`config.mk`:
```
export PLATFORM = sky130hd
export DESIGN_NAME = clock_offset_step_slew_servo_core
export DESIGN_NICKNAME = d
export VERILOG_FILES = /design/src/rtl/cos_pkg.sv /design/src/rtl/cos_div.sv /design/src/rtl/cos_ctrl.sv /design/src/rtl/cos_dp.sv /design/src/rtl/clock_offset_step_slew_servo_core.sv
export SDC_FILE = /design/constraint.sdc
export NUM_CORES = 2
export LEC_CHECK = 0
export ABC_AREA = 0
export BUFFER_PORTS_ARGS = -buffer_cell sky130_fd_sc_hd__buf_2
export CAP_MARGIN = 20
export CORE_UTILIZATION = 40
export DETAILED_ROUTE_END_ITERATION = 10
export PLACE_DENSITY = 0.53
export SKIP_LAST_GASP = 1
export SLEW_MARGIN = 20
export SYNTH_ARGS = -nofsm -noshare
export SYNTH_HDL_FRONTEND = slang
export SYNTH_SLANG_ARGS = --single-unit
```
`constraint.sdc`:
```
create_clock -name clk -period 13.4 [get_ports clk]
set_input_delay 1.34 -clock clk [delete_from_list [all_inputs] [get_ports clk]]
set_output_delay 1.34 -clock clk [all_outputs]
set_load 0.02 [all_outputs]
```
`src/rtl/cos_pkg.sv`:
```
// Package for the clock offset servo: types, widths, register indexes and reset values.
// Used by cos_div, cos_ctrl, cos_dp, the top level and the testbench; depends on nothing.
`timescale 1ns / 1ps
`default_nettype none
package cos_pkg;

    localparam int CFG_IDX_W = 2;
    localparam int CFG_DATA_W = 32;

    localparam logic [CFG_IDX_W-1:0] CFG_STEP_THRESHOLD = 2'd0;
    localparam logic [CFG_IDX_W-1:0] CFG_SLEW_SHIFT = 2'd1;
    localparam logic [CFG_IDX_W-1:0] CFG_STALE_LIMIT = 2'd2;

    localparam logic [30:0] STEP_THRESHOLD_RST = 31'd20000;
    localparam logic [5:0] SLEW_SHIFT_RST = 6'd4;
    localparam logic [31:0] STALE_LIMIT_RST = 32'd90000000;

    localparam logic [63:0] BILLION = 64'd1000000000;
    localparam int QUO_W = 64;
    localparam int DIV_STEPS = 64;

    typedef struct packed {
        logic load;
        logic prep;
        logic meas;
        logic anchor;
        logic mul;
        logic div_start;
        logic finish;
    } cos_cmd_t;

    typedef struct packed {
        logic div_need;
        logic div_done;
    } cos_status_t;

endpackage
`default_nettype wire

```
`src/rtl/cos_div.sv`:
```
// Restoring bit-serial divider, one quotient bit per cycle.
// Depends on cos_pkg.
`timescale 1ns / 1ps
`default_nettype none
module cos_div (
    input  wire logic                       clk,
    input  wire logic                       rst_n,
    input  wire logic                       start,
    input  wire logic [63:0]                dividend,
    input  wire logic [31:0]                divisor,
    output logic                            done,
    output logic [cos_pkg::QUO_W-1:0]       quotient
);
    import cos_pkg::*;

    logic [63:0] quo_reg, quo_next;
    logic [31:0] rem_reg, rem_next;
    logic [31:0] dvs_reg, dvs_next;
    logic [6:0] cnt_reg, cnt_next;
    logic busy_reg, busy_next;
    logic done_reg, done_next;
    logic [32:0] trial;

    always_comb
    begin
        quo_next = quo_reg;
        rem_next = rem_reg;
        dvs_next = dvs_reg;
        cnt_next = cnt_reg;
        busy_next = busy_reg;
        done_next = 1'b0;
        trial = {rem_reg, quo_reg[63]};
        if (start)
        begin
            quo_next = dividend;
            rem_next = '0;
            dvs_next = divisor;
            cnt_next = 7'(DIV_STEPS);
            busy_next = 1'b1;
        end
        else if (busy_reg)
        begin
            if (trial >= {1'b0, dvs_reg})
            begin
                rem_next = 32'(trial - {1'b0, dvs_reg});
                quo_next = {quo_reg[62:0], 1'b1};
            end
            else
            begin
                rem_next = trial[31:0];
                quo_next = {quo_reg[62:0], 1'b0};
            end
            cnt_next = cnt_reg - 7'd1;
            if (cnt_reg == 7'd1)
            begin
                busy_next = 1'b0;
                done_next = 1'b1;
            end
        end
    end

    always_ff @(posedge clk or negedge rst_n)
    begin
        if (!rst_n)
        begin
            cnt_reg <= '0;
            busy_reg <= 1'b0;
            done_reg <= 1'b0;
        end
        else
        begin
            cnt_reg <= cnt_next;
            busy_reg <= busy_next;
            done_reg <= done_next;
        end
    end

    always_ff @(posedge clk)
    begin
        quo_reg <= quo_next;
        rem_reg <= rem_next;
        dvs_reg <= dvs_next;
    end

    assign done = done_reg;
    assign quotient = quo_reg;
endmodule
`default_nettype wire

```
`src/rtl/cos_ctrl.sv`:
```
// Sequencing state machine of the clock offset servo.
// Depends on cos_pkg.
`timescale 1ns / 1ps
`default_nettype none
module cos_ctrl (
    input  wire logic                 clk,
    input  wire logic                 rst_n,
    input  wire logic                 in_valid,
    input  wire logic                 in_mode,
    output logic                      in_stall,
    output logic                      out_valid,
    input  wire logic                 out_stall,
    output cos_pkg::cos_cmd_t         cmd,
    input  wire cos_pkg::cos_status_t sts
);
    import cos_pkg::*;

    typedef enum logic [2:0] {
        S_IDLE, S_PREP, S_MEAS, S_APPLY, S_MUL, S_DIV, S_FINISH, S_OUT
    } state_t;

    state_t state_reg, state_next;
    logic ovalid_reg, ovalid_next;
    logic mode_reg, mode_next;

    always_comb
    begin
        state_next = state_reg;
        ovalid_next = ovalid_reg;
        mode_next = mode_reg;
        cmd = '0;
        case (state_reg)
            S_IDLE:
            begin
                if (in_valid)
                begin
                    cmd.load = 1'b1;
                    mode_next = in_mode;
                    state_next = S_PREP;
                end
            end
            S_PREP:
            begin
                cmd.prep = 1'b1;
                state_next = mode_reg ? S_MEAS : S_FINISH;
            end
            S_MEAS:
            begin
                cmd.meas = 1'b1;
                state_next = S_APPLY;
            end
            S_APPLY:
            begin
                cmd.anchor = 1'b1;
                state_next = S_MUL;
            end
            S_MUL:
            begin
                cmd.mul = 1'b1;
                if (sts.div_need)
                begin
                    cmd.div_start = 1'b1;
                    state_next = S_DIV;
                end
                else
                begin
                    state_next = S_FINISH;
                end
            end
            S_DIV:
            begin
                if (sts.div_done)
                begin
                    state_next = S_FINISH;
                end
            end
            S_FINISH:
            begin
                cmd.finish = 1'b1;
                ovalid_next = 1'b1;
                state_next = S_OUT;
            end
            S_OUT:
            begin
                if (!out_stall)
                begin
                    ovalid_next = 1'b0;
                    state_next = S_IDLE;
                end
            end
            default:
            begin
                state_next = S_IDLE;
            end
        endcase
    end

    always_ff @(posedge clk or negedge rst_n)
    begin
        if (!rst_n)
        begin
            state_reg <= S_IDLE;
            ovalid_reg <= 1'b0;
            mode_reg <= 1'b0;
        end
        else
        begin
            state_reg <= state_next;
            ovalid_reg <= ovalid_next;
            mode_reg <= mode_next;
        end
    end

    assign in_stall = (state_reg != S_IDLE);
    assign out_valid = ovalid_reg;
endmodule
`default_nettype wire

```
`src/rtl/cos_dp.sv`:
```
// Datapath of the clock offset servo: time extension, offset servo, sample and divider.
// Depends on cos_pkg and cos_div.
`timescale 1ns / 1ps
`default_nettype none
module cos_dp (
    input  wire logic                            clk,
    input  wire logic                            rst_n,
    input  wire cos_pkg::cos_cmd_t               cmd,
    output cos_pkg::cos_status_t                 sts,
    input  wire logic                            cfg_we,
    input  wire logic [cos_pkg::CFG_IDX_W-1:0]   cfg_index,
    input  wire logic [cos_pkg::CFG_DATA_W-1:0]  cfg_data,
    input  wire logic [31:0]                     raw_local_us,
    input  wire logic [63:0]                     ref_wall_us,
    output logic [63:0]                          wall_now_us,
    output logic                                 synced,
    output logic signed [63:0]                   offset_us,
    output logic signed [31:0]                   err_us,
    output logic signed [31:0]                   freq_err_ppb,
    output logic [31:0]                          interval_us,
    output logic [31:0]                          anchor_count,
    output logic                                 was_stepped,
    output logic                                 was_first,
    output logic                                 freq_ok,
    output logic                                 sample_valid
);
    import cos_pkg::*;

    logic [30:0] thr_reg;
    logic [5:0] shift_reg;
    logic [31:0] stale_reg;

    logic [31:0] raw_reg;
    logic [63:0] ref_reg;
    logic [31:0] last_raw_reg, wrap_reg;
    logic [63:0] local_reg, offset_reg, anchor_local_reg;
    logic [63:0] prev_off_reg, prev_local_reg;
    logic have_offset_reg, have_prev_reg, have_sample_reg;
    logic [31:0] seq_reg, s_err_reg, s_freq_reg, s_int_reg;
    logic [2:0] s_flags_reg;
    logic [63:0] meas_reg, dt_reg;
    logic [31:0] dm_reg;
    logic first_reg, stepped_reg, neg_reg, need_reg;
    logic [63:0] wall_reg;
    logic synced_reg;

    logic [63:0] diff, diff_mag, slew, dm, dm_mag;
    logic first, stepped;
    logic [63:0] prod;
    logic div_done;
    logic [QUO_W-1:0] quo;
    logic [31:0] sat_err, freq_val;
    logic [63:0] local_now;

    always_ff @(posedge clk or negedge rst_n)
    begin
        if (!rst_n)
        begin
            thr_reg <= STEP_THRESHOLD_RST;
            shift_reg <= SLEW_SHIFT_RST;
            stale_reg <= STALE_LIMIT_RST;
        end
        else if (cfg_we)
        begin
            case (cfg_index)
                CFG_STEP_THRESHOLD: thr_reg <= cfg_data[30:0];
                CFG_SLEW_SHIFT: shift_reg <= cfg_data[5:0];
                CFG_STALE_LIMIT: stale_reg <= cfg_data;
                default: ;
            endcase
        end
    end

    always_comb
    begin
        diff = meas_reg - offset_reg;
        diff_mag = diff[63] ? (64'd0 - diff) : diff;
        slew = $signed(diff) >>> shift_reg;
        first = !have_offset_reg;
        stepped = first || (diff_mag > {33'd0, thr_reg});
        dm = meas_reg - prev_off_reg;
        dm_mag = dm[63] ? (64'd0 - dm) : dm;
        if (first)
        begin
            sat_err = '0;
        end
        else if (diff[63] && diff_mag > 64'h8000_0000)
        begin
            sat_err = 32'h8000_0000;
        end
        else if (!diff[63] && diff > 64'h7FFF_FFFF)
        begin
            sat_err = 32'h7FFF_FFFF;
        end
        else
        begin
            sat_err = diff[31:0];
        end
        prod = dm_reg * BILLION[31:0];
        if (neg_reg)
        begin
            freq_val = (quo > 64'h8000_0000) ? 32'h8000_0000 : (32'd0 - quo[31:0]);
        end
        else
        begin
            freq_val = (quo > 64'h7FFF_FFFF) ? 32'h7FFF_FFFF : quo[31:0];
        end
        local_now = {wrap_reg, last_raw_reg};
    end

    always_ff @(posedge clk)
    begin
        if (cmd.load)
        begin
            raw_reg <= raw_local_us;
            ref_reg <= ref_wall_us;
        end
        if (cmd.prep)
        begin
            local_reg <= {wrap_reg + {31'd0, raw_reg < last_raw_reg}, raw_reg};
        end
        if (cmd.meas)
        begin
            meas_reg <= ref_reg - local_reg;
            dt_reg <= local_reg - prev_local_reg;
        end
        if (cmd.anchor)
        begin
            dm_reg <= dm_mag[31:0];
            neg_reg <= dm[63];
            first_reg <= first;
            stepped_reg <= stepped;
            need_reg <= have_prev_reg && !stepped && dt_reg != 64'd0
                && dt_reg[63:32] == 32'd0 && dm_mag <= BILLION;
        end
        if (cmd.finish)
        begin
            wall_reg <= local_now + offset_reg;
            synced_reg <= have_offset_reg && ((local_now - anchor_local_reg) < {32'd0, stale_reg});
        end
    end

    always_ff @(posedge clk or negedge rst_n)
    begin
        if (!rst_n)
        begin
            last_raw_reg <= '0;
            wrap_reg <= '0;
            offset_reg <= '0;
            have_offset_reg <= 1'b0;
            anchor_local_reg <= '0;
            have_prev_reg <= 1'b0;
            prev_off_reg <= '0;
            prev_local_reg <= '0;
            seq_reg <= '0;
            s_err_reg <= '0;
            s_freq_reg <= '0;
            s_int_reg <= '0;
            s_flags_reg <= '0;
            have_sample_reg <= 1'b0;
        end
        else
        begin
            if (cmd.prep)
            begin
                if (raw_reg < last_raw_reg)
                begin
                    wrap_reg <= wrap_reg + 32'd1;
                end
                last_raw_reg <= raw_reg;
            end
            if (cmd.anchor)
            begin
                offset_reg <= stepped ? meas_reg : (offset_reg + slew);
                have_offset_reg <= 1'b1;
                anchor_local_reg <= local_reg;
                s_err_reg <= sat_err;
                s_int_reg <= !have_prev_reg ? 32'd0
                    : ((dt_reg[63:32] != 32'd0) ? 32'hFFFF_FFFF : dt_reg[31:0]);
                have_prev_reg <= 1'b1;
                prev_off_reg <= meas_reg;
                prev_local_reg <= local_reg;
                seq_reg <= seq_reg + 32'd1;
                have_sample_reg <= 1'b1;
            end
            if (cmd.mul)
            begin
                s_freq_reg <= '0;
                s_flags_reg <= {1'b0, first_reg, stepped_reg};
            end
            if (div_done)
            begin
                s_freq_reg <= freq_val;
                s_flags_reg[2] <= 1'b1;
            end
        end
    end

    cos_div u_div (
        .clk      (clk),
        .rst_n    (rst_n),
        .start    (cmd.div_start),
        .dividend (prod),
        .divisor  (dt_reg[31:0]),
        .done     (div_done),
        .quotient (quo)
    );

    assign sts.div_need = need_reg;
    assign sts.div_done = div_done;

    assign wall_now_us = wall_reg;
    assign synced = synced_reg;
    assign offset_us = offset_reg;
    assign err_us = s_err_reg;
    assign freq_err_ppb = s_freq_reg;
    assign interval_us = s_int_reg;
    assign anchor_count = seq_reg;
    assign was_stepped = s_flags_reg[0];
    assign was_first = s_flags_reg[1];
    assign freq_ok = s_flags_reg[2];
    assign sample_valid = have_sample_reg;
endmodule
`default_nettype wire

```
`src/rtl/clock_offset_step_slew_servo_core.sv`:
```
// Clock offset servo with step and slew; one item in flight at a time.
// A clock read passes PREP and FINISH before it offers its result for taking; an anchor
// without a frequency estimate passes PREP, MEAS, APPLY, MUL and FINISH, and an anchor
// with one also waits in DIV for the one-bit-per-cycle 64-bit divider that forms the
// ppb figure. The next item is accepted only after the result is taken and the block
// is back in idle; a stalled output holds the block in its output state.
// Depends on cos_pkg, cos_ctrl and cos_dp.
`timescale 1ns / 1ps
`default_nettype none
module clock_offset_step_slew_servo_core (
    input  wire logic                            clk,
    input  wire logic                            rst_n,
    input  wire logic                            cfg_we,
    input  wire logic [cos_pkg::CFG_IDX_W-1:0]   cfg_index,
    input  wire logic [cos_pkg::CFG_DATA_W-1:0]  cfg_data,
    input  wire logic                            in_valid,
    output logic                                 in_stall,
    input  wire logic                            mode,
    input  wire logic [31:0]                     raw_local_us,
    input  wire logic [63:0]                     ref_wall_us,
    output logic                                 out_valid,
    input  wire logic                            out_stall,
    output logic [63:0]                          wall_now_us,
    output logic                                 synced,
    output logic signed [63:0]                   offset_us,
    output logic signed [31:0]                   err_us,
    output logic signed [31:0]                   freq_err_ppb,
    output logic [31:0]                          interval_us,
    output logic [31:0]                          anchor_count,
    output logic                                 was_stepped,
    output logic                                 was_first,
    output logic                                 freq_ok,
    output logic                                 sample_valid
);
    import cos_pkg::*;

    cos_cmd_t cmd;
    cos_status_t sts;

    cos_ctrl u_ctrl (
        .clk       (clk),
        .rst_n     (rst_n),
        .in_valid  (in_valid),
        .in_mode   (mode),
        .in_stall  (in_stall),
        .out_valid (out_valid),
        .out_stall (out_stall),
        .cmd       (cmd),
        .sts       (sts)
    );

    cos_dp u_dp (
        .clk          (clk),
        .rst_n        (rst_n),
        .cmd          (cmd),
        .sts          (sts),
        .cfg_we       (cfg_we),
        .cfg_index    (cfg_index),
        .cfg_data     (cfg_data),
        .raw_local_us (raw_local_us),
        .ref_wall_us  (ref_wall_us),
        .wall_now_us  (wall_now_us),
        .synced       (synced),
        .offset_us    (offset_us),
        .err_us       (err_us),
        .freq_err_ppb (freq_err_ppb),
        .interval_us  (interval_us),
        .anchor_count (anchor_count),
        .was_stepped  (was_stepped),
        .was_first    (was_first),
        .freq_ok      (freq_ok),
        .sample_valid (sample_valid)
    );
endmodule
`default_nettype wire

```
==> results.toml <==
[global_routing]
grt_usage = 0.288
antenna_found_initial = 16
grt_pass1_vias = 73900
grt_pass1_wl_mm = 479
grt_max_degree = 149
grt-ovfl-total = 0

[synthesis]
synth_top_area_frac = 0.162
ys.flop_type = "edfxtp_1"
yosysMostFrequentCell = "inv_1"
synth_common_cells = "992 x inv_1, 904 x nand2_1, 840 x ha_1"
synth.distinct_cells = 120
synth_area_leaders = "edfxtp_1 16%, dfrtp_1 13%, ha_1 12%"
syn_nets = 11200
synth_top_family_by_area = "compound AO/OA/AOI/OAI gates"
synth_edf_count = 474
syn_area_per_cell_sq_um = 8.89
ys_seq_area_frac = 0.306
synthAdderAreaFrac = 0.192
synth_mux_area_frac = 0.0397
ys_ff_latch = 988
syn_area_sq_um = 88000
async_flop_share = 0.477
yosys.area_share.simple = 0.151
synthXorXnorAreaFrac = 0.0585
synthesis.instances = 9899
yosysWarnings = 0
synth_top_area_cell = "edfxtp_1"
synth-compound-area-share = 0.193

[drt]
drcViolationCount = 0
routed_wirelength_mm = 328
ant_nets = 0
drt_first_pass_iters = 6
drtIter0Drc = 6739
drt-wirelength-per-cell_um = 25.0
avgViaCountPerCell = 5.81
via_count = 76200

[timing]
rsz0062_at_grt = "no"
maxSlewViolCount = 0
setup_viol = 0
slew_headroom = 0.202
skew_ps = 69.8
max_clock_freq_mhz = 89.6
fin_crit_sh = 0.833
worstMarginPinSlew_ps = 1190
period_needed_ps = 11160
finalSetupTns_ps = 0
hold_ws_ps = 467
hold_viol_final = 0

[floorplan]
io_pins = 399
start_util = 0.404
die_w_um = 471
std_cell_rows = 171
fp.dieH_um = 471
dieArea_sq_um = 222000
core-area_sq_um = 218000

[cts]
clock_path_buffers = 3
clk-insertion-delay-late_ps = 810
cts.sinks = 988
cts_tree = "yes"
numCtsBuffers = 117
root_buffer = "clkbuf_16"
cts_setup_buffers = 0
clkTransAtPathRegs_ps = 60
cts-resized-gates = 0
cts_hold_buf = 0
ctsHtreeMaxLevel = 3

[worst_setup_path]
slowest_stage = "a211oi_1"
critPathMaxStageDelay_ps = 880
critPathMaxFanout = 11
timing.rr.end = "u_dp.offset_us[63]"
cp-end-kind = "flop"
startpoint_type = "flop"
r2r-start = "u_dp.offset_us[38]"
r2r_cells = 35
worstPathArrival_ps = 11870
cp.required_ps = 14110
critPathBufInv = 2
ff2ff_setup_slack_ps = 2240
crit_type = "reg2reg"
crit_family = "compound AO/OA/AOI/OAI gates"

[final_layout]
drive_above_1_share = 0.0904
fin_util = 0.446
syn2layout_area_growth_pct = 10.4
layout.cells.non_filler = 13100
nets = 11400

[placed_design]
globalplace.congestion = 0.984
io_buffer_count = 398
hpwl_mm = 268
placedCellCount = 12900

[worst_hold_path]
hold_start = "u_dp.stepped_reg"
whs_path_depth = 1
holdPathEnd = "u_dp.s_flags_reg[0]"
holdCritPathClass = "reg2reg"

[run]
cap_violations = 0

[outcome]
status = "finished, final reports clean"
metal layers:
layer / GRT usage / routed length (um) / up-vias
li1: - / - / 35900
met2: 0.451 / 145000 / 2367
met5: 0 / 93 / -
met3: 0.0502 / 21700 / 482
met1: 0.395 / 148000 / 37500
met4: 0.110 / 13000 / 14
cells in the final DEF, fill, tap and decap left out, types with 25 or more instances in the layout:
cell type,synthesis,routed
mux2i_1,214,214
o21ai_0,766,764
buf_4,2,93
o22ai_1,33,33
mux2_2,86,86
a211oi_1,103,102
nor2_1,614,610
inv_1,992,990
dfxtp_1,43,43
dfrtp_1,454,448
edfxtp_1,474,474
a21boi_0,29,29
and2_1,47,47
ha_1,840,840
nand2_1,904,901
o21ai_1,101,101
and4_1,28,28
nand4_1,171,171
o21bai_1,77,77
nor3_1,175,174
a21oi_1,696,696
a211o_1,25,25
xor2_1,169,168
nor2b_1,96,96
o2111ai_1,29,29
a21o_1,329,329
buf_2,35,397
o211ai_1,58,58
a31oi_1,92,92
or3_1,66,66
clkbuf_16,0,122
o21a_1,77,77
nor4_1,96,94
and3_1,98,98
o31ai_1,52,52
nand3_1,239,239
xnor2_1,415,411
fa_1,320,320
nand2b_1,99,99
worst max path at each step:
| stage | startpoint | endpoint | slack (ps) | cells after the start |
|---|---|---|---|---|
| 3_5_place_dp | u_dp.offset_us[38] | u_dp.offset_us[63] | 2420 | 35 |
| 3_3_place_gp | u_dp.offset_us[38] | u_dp.offset_us[63] | 2500 | 35 |
| 6_report | u_dp.offset_us[38] | u_dp.offset_us[63] | 2240 | 35 |
| 5_1_grt | u_dp.offset_us[38] | u_dp.offset_us[63] | 1670 | 35 |
| 2_1_floorplan | u_ctrl.state_reg[0] | u_dp.dt_reg[0] | 2680 | 2 |
| 4_1_cts | u_dp.offset_us[38] | u_dp.offset_us[63] | 2340 | 35 |
layout make-up:
type | instances | area (sq um)
Tap cell | 2854 | 3570
Fill cell | 21200 | 121000
Clock buffer | 157 | 3300
Multi-Input combinational cell | 7554 | 56000
Clock inverter | 66 | 880
Timing Repair Buffer | 494 | 2760
Sequential cell | 988 | 26900
Inverter | 995 | 3740
Antenna cell | 19 | 47.5
through the flow:
| step | setup slack, ps | area [sq um] |
|---|---|---|
| after floorplan | 2680 | 88000 |
| after global placement | 2500 | 93000 |
| after detailed placement | 2420 | 93000 |
| after CTS | 2340 | 97200 |
| after global routing | 1670 | 97200 |
| final | 2240 | 97200 |
logic make-up after synthesis:
logic type      after synthesis
compound gates             2725
xor+xnor                    586
fa+ha+maj                  1160
buf+inv                    1357
flops                       988
mux                         318
simple gates               2765
Power is left out: the tool's default activity adds up to more than one toggle a clock period on the data nets, which glitch-free logic cannot reach.
